[src/rtl/core/pdtbp_pkg.sv]
// shared types, constants and helpers for the per-device token bucket policer
`default_nettype none

package pdtbp_pkg;

  // item kinds as they arrive on the input channel
  localparam logic [2:0] KIND_REQUEST   = 3'd0;
  localparam logic [2:0] KIND_TICK      = 3'd1;
  localparam logic [2:0] KIND_SET_LIMIT = 3'd2;
  localparam logic [2:0] KIND_RESET_DEV = 3'd3;
  localparam logic [2:0] KIND_QUERY     = 3'd4;

  localparam logic [1:0] PRIO_LOW    = 2'd0;
  localparam logic [1:0] PRIO_NORMAL = 2'd1;
  localparam logic [1:0] PRIO_HIGH   = 2'd2;

  // token amounts in 1/2560 token units
  localparam logic signed [24:0] COST_LOW    = 25'sd5120;
  localparam logic signed [24:0] COST_NORMAL = 25'sd2560;
  localparam logic signed [24:0] COST_HIGH   = 25'sd512;
  localparam logic signed [24:0] COST_CRIT   = 25'sd256;
  localparam logic signed [24:0] DEBT_FLOOR  = -25'sd10240;
  localparam logic signed [24:0] LEVEL_MIN   = -25'sd10496;

  localparam logic [24:0] ELAPSED_CAP = 25'h100_0000;

  // configuration register indexes (word address)
  localparam logic [1:0] REG_BOOST     = 2'd0;
  localparam logic [1:0] REG_DEF_RATE  = 2'd1;
  localparam logic [1:0] REG_DEF_BURST = 2'd2;

  localparam logic        RESET_BOOST     = 1'b1;
  localparam logic [15:0] RESET_DEF_RATE  = 16'd2560;
  localparam logic [11:0] RESET_DEF_BURST = 12'd20;

  typedef enum logic [2:0] {
    CLS_REQUEST,
    CLS_TICK,
    CLS_SET_LIMIT,
    CLS_RESET_DEV,
    CLS_QUERY,
    CLS_IGNORE
  } cls_t;

  typedef enum logic [2:0] {
    ST_CLEAR,
    ST_IDLE,
    ST_READ,
    ST_MUL,
    ST_UPD,
    ST_CHG
  } state_t;

  typedef struct packed {
    cls_t        cls;
    logic [7:0]  device;
    logic [1:0]  prio;
    logic [15:0] rate;
    logic [11:0] burst;
  } item_t;

  typedef struct packed {
    logic        boost;
    logic [15:0] default_rate;
    logic [11:0] default_burst;
  } cfg_t;

  typedef struct packed {
    logic              valid;
    logic signed [24:0] level;
    logic [15:0]       rate;
    logic [11:0]       capacity;
    logic [31:0]       total;
    logic [31:0]       limited;
  } entry_t;

  // whole tokens to units: x*2048 + x*512
  function automatic logic signed [24:0] to_units(input logic [11:0] tokens);
    logic [24:0] u;
    u = 25'({tokens, 11'b0}) + 25'({tokens, 9'b0});
    return $signed(u);
  endfunction

  function automatic logic [31:0] sat_inc(input logic [31:0] v);
    return (v == 32'hFFFF_FFFF) ? v : v + 32'd1;
  endfunction

endpackage

`default_nettype wire

[src/rtl/core/pdtbp_if.sv]
// request and result channel interfaces of the policer
`default_nettype none

interface pdtbp_req_if;
  logic        valid;
  logic        ready;
  logic [2:0]  kind;
  logic [7:0]  device;
  logic [1:0]  priority_req;
  logic [15:0] rate;
  logic [11:0] burst;

  modport source (output valid, kind, device, priority_req, rate, burst, input ready);
  modport sink (input valid, kind, device, priority_req, rate, burst, output ready);
endinterface


`default_nettype wire

[src/rtl/core/pdtbp_front.sv]
// front end: takes items, classifies them and queues them for the back end
`default_nettype none

module pdtbp_front import pdtbp_pkg::*; #(
  parameter int NUM_DEVICES = 256
) (
  input  wire logic  clk,
  input  wire logic  rst,
  input  wire logic  hold,
  pdtbp_req_if.sink  req,
  output logic       q_valid,
  output item_t      q_item,
  input  wire logic  q_pop
);

  item_t      slot [2];
  logic       wr_ptr;
  logic       rd_ptr;
  logic [1:0] count;
  item_t      incoming;
  logic       in_range;
  logic       push;

  always_comb begin
    in_range        = {24'b0, req.device} < 32'(NUM_DEVICES);
    incoming.device = req.device;
    incoming.prio   = req.priority_req;
    incoming.rate   = req.rate;
    incoming.burst  = req.burst;
    case (req.kind)
      KIND_REQUEST:   incoming.cls = in_range ? CLS_REQUEST : CLS_IGNORE;
      KIND_TICK:      incoming.cls = CLS_TICK;
      KIND_SET_LIMIT: incoming.cls = in_range ? CLS_SET_LIMIT : CLS_IGNORE;
      KIND_RESET_DEV: incoming.cls = in_range ? CLS_RESET_DEV : CLS_IGNORE;
      KIND_QUERY:     incoming.cls = in_range ? CLS_QUERY : CLS_IGNORE;
      default:        incoming.cls = CLS_IGNORE;
    endcase
  end

  assign req.ready = (count != 2'd2) && !hold;
  assign push      = req.valid && req.ready;
  assign q_valid   = (count != 2'd0);
  assign q_item    = slot[rd_ptr];

  always_ff @(posedge clk) begin
    if (rst) begin
      wr_ptr <= 1'b0;
      rd_ptr <= 1'b0;
      count  <= 2'd0;
    end else begin
      if (push) begin
        wr_ptr <= ~wr_ptr;
      end
      if (q_pop) begin
        rd_ptr <= ~rd_ptr;
      end
      count <= count + {1'b0, push} - {1'b0, q_pop};
    end
  end

  always_ff @(posedge clk) begin
    if (push) begin
      slot[wr_ptr] <= incoming;
    end
  end

endmodule

`default_nettype wire

[src/flat_wrapper.sv]
// flat-port wrapper written by rule: the top's interface ports become plain ports
module pdtbp_front_flat import pdtbp_pkg::*;
#(
  parameter int NUM_DEVICES = 256
)
  (clk, rst, hold, q_valid, q_item, q_pop, req_valid, req_kind, req_device, req_priority_req, req_rate, req_burst, req_ready);
  pdtbp_req_if req_i ();
  input  wire logic clk;
  input  wire logic rst;
  input  wire logic hold;
  output logic q_valid;
  output item_t q_item;
  input  wire logic q_pop;
  input wire logic [$bits(req_i.valid)-1:0] req_valid;
  input wire logic [$bits(req_i.kind)-1:0] req_kind;
  input wire logic [$bits(req_i.device)-1:0] req_device;
  input wire logic [$bits(req_i.priority_req)-1:0] req_priority_req;
  input wire logic [$bits(req_i.rate)-1:0] req_rate;
  input wire logic [$bits(req_i.burst)-1:0] req_burst;
  output wire logic [$bits(req_i.ready)-1:0] req_ready;
  assign req_i.valid = req_valid;
  assign req_i.kind = req_kind;
  assign req_i.device = req_device;
  assign req_i.priority_req = req_priority_req;
  assign req_i.rate = req_rate;
  assign req_i.burst = req_burst;
  assign req_ready = req_i.ready;
  pdtbp_front #(.NUM_DEVICES(NUM_DEVICES)) u_core (.clk(clk), .rst(rst), .hold(hold), .req(req_i), .q_valid(q_valid), .q_item(q_item), .q_pop(q_pop));
endmodule
[config.mk]
export PLATFORM = sky130hd
export DESIGN_NAME = pdtbp_front_flat
export DESIGN_NICKNAME = d
export VERILOG_FILES = /design/src/rtl/core/pdtbp_pkg.sv /design/src/rtl/core/pdtbp_if.sv /design/src/rtl/core/pdtbp_front.sv /design/src/flat_wrapper.sv
export SDC_FILE = /design/constraint.sdc
export NUM_CORES = 1
export LEC_CHECK = 0
export CAP_MARGIN = 20
export CORE_ASPECT_RATIO = 1.25
export CORE_MARGIN = 1.5
export CORE_UTILIZATION = 45
export DETAILED_ROUTE_END_ITERATION = 6
export DONT_BUFFER_PORTS = 1
export PLACE_DENSITY = 0.62
export SLEW_MARGIN = 20
export SYNTH_ARGS = -nofsm -noshare
export SYNTH_HDL_FRONTEND = slang
export SYNTH_SLANG_ARGS = --single-unit
[constraint.sdc]
create_clock -name clk -period 5.8 [get_ports clk]
set_clock_uncertainty 0.2 [all_clocks]
set_input_delay 0.87 -clock clk [delete_from_list [all_inputs] [get_ports clk]]
set_output_delay 0.87 -clock clk [all_outputs]
set_load 0.005 [all_outputs]
**Yosys cells after proc, flatten, opt, wreduce, memory -nomap -nowiden**

Memory sizes are Yosys's and may differ from the RTL's. A register that Yosys moved wholly into a read port is not among the register bits.
Index checks and enable logic that the tools add are counted.

- Input bits: 46
- Logic and storage cells: 23
- Output and inout bits: 43
- Register bits: 4
- Bits in writable memories: 82
- Memories: 1

- Equal/unequal tests: 5
- Muxes and demuxes: 5
- Reduce and logical (&&, ||, !) cells: 5
- Bitwise gates (word level): 2
- $add $sub $neg: 2

Memory list:

| memory | depth | bits a word | rd ports | clocked after memory_dff | wr ports | RTL line | text |
|---|---|---|---|---|---|---|---|
| u_core.slot | 2 | 41 | 1 | 1 | 1 | pdtbp_front.sv:16 | `item_t slot [2];` |

Operators with widths:

| kind | count |
|---|---|
| $pmux W3 S5 | 1 |
| $eq A3 B2 Y1 const B | 2 |
| $mux W1 | 4 |
| $eq A3 B1 Y1 const B | 1 |
| $eq A3 B3 Y1 const B | 1 |
| $logic_not A3 Y1 | 1 |
| $add A2 B1 Y2 | 1 |
| $logic_and A1 B1 Y1 | 2 |
| $ne A2 B2 Y1 const B | 1 |
| $not A1 Y1 | 2 |
| $reduce_bool A2 Y1 | 1 |
| $sub A2 B1 Y2 | 1 |
| $logic_not A1 Y1 | 1 |

**Longest topological paths before layout**

- Depth after elaboration: 5
- Gate-level depth with buffers: 7
- Gate-level depth less buffers: 7

**Worst setup path after synthesis**

No wires, ideal clock.

- Path kind: in2reg
- From: in hold
- To: mem u_core.slot[0][0] in the netlist's numbering (enable)
- Path slack: 2160 ps
- Path buffers: 0
- Data required time: 5156 ps
- Data arrival time: 2995 ps
- Setup time: 444 ps
- Cell stages on the path: 2
- Cell sequence: nor3b_4 nor2b_1

- Word-level cells in the longest chain between the ends: 5

Ends and longest elaborated chain:

| element | RTL line | text |
|---|---|---|
| start: declaration | flat_wrapper.sv:10 | `input wire logic hold;` |
| $logic_not A1 Y1 | pdtbp_front.sv:40 | `assign req.ready = (count != 2'd2) && !hold;` |
| $logic_and A1 B1 Y1 | pdtbp_front.sv:40 |  |
| $logic_and A1 B1 Y1 | pdtbp_front.sv:41 | `assign push = req.valid && req.ready;` |
| $mux W1 | pdtbp_front.sv:62 | `if (push) begin` |
| $mux W1 (not written as such) | pdtbp_front.sv:63 | `slot[wr_ptr] <= incoming;` |
| end: declaration | pdtbp_front.sv:16 |  |

Every way passes these cells.

==> flow_summary.ini <==
[synth]
mean_syn_cell_area_um2 = 20.7
postSynthCellCount = 157
synth_top_area_share_pct = 75.8
synth_sequential_area_ratio_pct = 78.8
number_of_register_bits_inferred_by_synthesis = 87
syn-cell-area_um2 = 3250
ys_top_cells_by_area = edfxtp_1 76%, mux2_2 13%, dfxtp_1 3.1%
netlist-cell-type-count = 20
yosysWarningCount = 0
synth_top_area_cell = edfxtp_1
synth.net_count = 205

[worst_setup_path]
worst-r2r-cell-count = 3
cp-start-kind = register
worst-path-max-fanout = 41
timing.critical_path.max_delay_family = flip-flops
cp.buffers_inverters = 0
critical_path.reg2reg.startpoint = u_core.count[1]
worst_setup_path_end_kind = output port
max_stage_delay_ns = 0.97
cp_num_cells = 1
cpMaxStageDelayCell = dfxtp_2
crit_chain = mux2_2
reg2reg_setup_slack_ns = 3.64
worst-endpoint-required_ns = 4.73
critical_path_arrival_ns = 1.76
criticalPathCategory = register to output port
endpoint_of_the_lowest_slack_register_to_register_path = u_core.slot[1][25]

[finish]
num_antenna_cells = 0
area_delta_synth_final_pct = 8.89
final_layout_size_suffix_gt1_share_pct = 35.5
layoutNonFillerInstCount = 256
finalNetCount = 211

[detailed_routing]
avgViaCountPerCell = 5.24
drt_iter0_drc = 78
drt-total-wl_um = 4900
routed_wire_length_per_instance_um = 19.2
postRouteAntennaNets = 0
routed-via-count = 1341
first_pass_iters = 4
drt_drc_violations_left = 0

[clocking]
clock_tree.root_cell = clkbuf_8
postCtsSetupRepairBufs = 0
clk_transition_reported_paths_ns = 0.07
clock_sink_count = 87
post_cts_resized = 0
cts_htree_levels = 3
cts_tree = done
cts_hold_repair.buffers = 0
cts-root-to-sink-buffers = 2
clk_latency_ns = 0.33
number_of_cts_inserted_buffers = 9

[timing]
fin_hold_ws_ns = 0.342
period_share_pct = 48.9
relSlewSlack_pct = 35.7
achievable-frequency_mhz = 353
hold_viol_final = 0
drv_slew = 0
fin_crit_ns = 2.83
worstMarginPinSlew_ns = 0.964
grt_setup_unrepaired = false
setup_viol_count_final = 0
setup_total_negative_slack_ns = 0

[global_routing]
grt_remaining_overflow = 0
number_of_global_route_vias_before_repair = 1423
antenna_violations_before_repair = 0
grt_pass1_wl_um = 7390
track_usage_pct = 13.5
grt_max_degree = 42

[pwr]
combPwrFrac_pct = 6.8
ir_drop_mv = 0.237
power.net_switching_uw = 245
p_sw_share_pct = 19.6
static-leakage-power_uw = 0.00114
share_seq_of_total_power_pct = 59.4
clockPowerShare_pct = 33.8
pwr_density_cell_nw_per_um2 = 353
internal_power_uw = 1000

[outcome]
outcome = completed

[die]
die_area_um2 = 7750
number_of_cell_rows = 34
start_util_pct = 46.6
boundaryPins = 89
die_width_um = 79.0
chipHeight_um = 98.0
coreArea_um2 = 6980

[place]
dpl.hpwl_um = 3200
gp_congestion = 0.641
io_buffers = 0
numPlacedInstances = 241

[min_path]
worst_hold_path_type = register to register
min_delay_worst_endpoint = u_core.count[1]
hold_depth = 2
worst_hold_startpoint = u_core.count[1]

[flow_run]
drv.max_cap_violation_count = 0
[worst max-delay path by stage]
stage,start,end,slack (ns)
5_1_grt,register,q_item[39],2.83
6_report,register,q_item[40],2.97
3_5_place_dp,hold,u_core.slot[0][2],3.01
3_3_place_gp,hold,u_core.slot[0][2],3.12
2_1_floorplan,hold,u_core.slot[0][0],2.16
4_1_cts,register,q_item[39],2.89
[layout by cell type (no fill, tap or decap), types with 2 or more instances in the layout]
| cell | netlist | routed |
|---|---|---|
| bufinv_16 | 0 | 2 |
| clkbuf_8 | 0 | 9 |
| dfxtp_1 | 5 | 4 |
| edfxtp_1 | 82 | 82 |
| ha_1 | 2 | 2 |
| inv_1 | 2 | 2 |
| mux2_1 | 3 | 3 |
| mux2_2 | 38 | 38 |
| nor2_1 | 5 | 5 |
| nor2b_1 | 4 | 3 |
| nor2b_4 | 1 | 2 |
[stage by stage]
stage	instance area, µm²	total power [µW]	utilization [%]	worst slack (ns)
2_1_floorplan	3250	827	-	2.16
3_3_place_gp	3320	836	47.6	3.12
3_5_place_dp	3320	843	47.6	3.01
4_1_cts	3520	1270	50.4	2.89
5_1_grt	3540	1300	50.7	2.83
6_report	3540	1250	50.7	2.97
[sequential cells by signal, indices dropped and copies added, names as in the netlist, named ones only]
register	flops
u_core.wr_ptr	1
u_core.count	2
u_core.slot	82
u_core.rd_ptr	1
[synthesized netlist by cell type (all sizes together)]
master,instances
a21o,1
and2,2
buf,5
clkbuf,1
dfxtp,5
edfxtp,82
ha,2
inv,2
mux2,42
nor2,5
nor2b,5
nor3,1
nor3b,1
or2,1
xnor2,1
xor2,1
[metal layers]
layer / track usage, % / vias to the layer above / part of all wire [%]
met4: 7.02 / 0 / 1.6
met3: 6.07 / 8 / 8.0
met2: 23.6 / 52 / 56
met5: 0 / - / 0
li1: - / 606 / -
met1: 13.1 / 675 / 34
[power by group through the flow]
stage               clock [µW]  sequential [µW]  combinational, µW
global route               458              747               93.1
floorplan                    0              744               83.0
CTS                        436              744               85.0
finish                     422              743               85.1
global placement             0              755               80.9
detailed placement           0              758               84.5
[kinds of logic (layout without fill, tap and decap cells)]
family / count (synthesis) / count (layout) / share of synthesized area, %
adders and majority gates: 2 / 2 / 0.770
and+or+nand+nor: 15 / 15 / 3.08
xor gates and xnor gates: 2 / 2 / 0.539
AOI/OAI and AO/OA: 1 / 1 / 0.231
DFF: 87 / 87 / 78.8
buffers and inverters: 8 / 17 / 1.89
muxes: 42 / 42 / 14.7
[layout make-up]
class                   instances  area [µm²]
fillers                       587        3440
clock inverters                 4        72.6
clock buffers                  10         128
inverters                       2        7.51
multi-input cells              62         636
flip-flops and latches         87        2560
well taps                      90         113
repair buffers                  1        20.0
No activity file was read; power rests on OpenSTA's default activity.
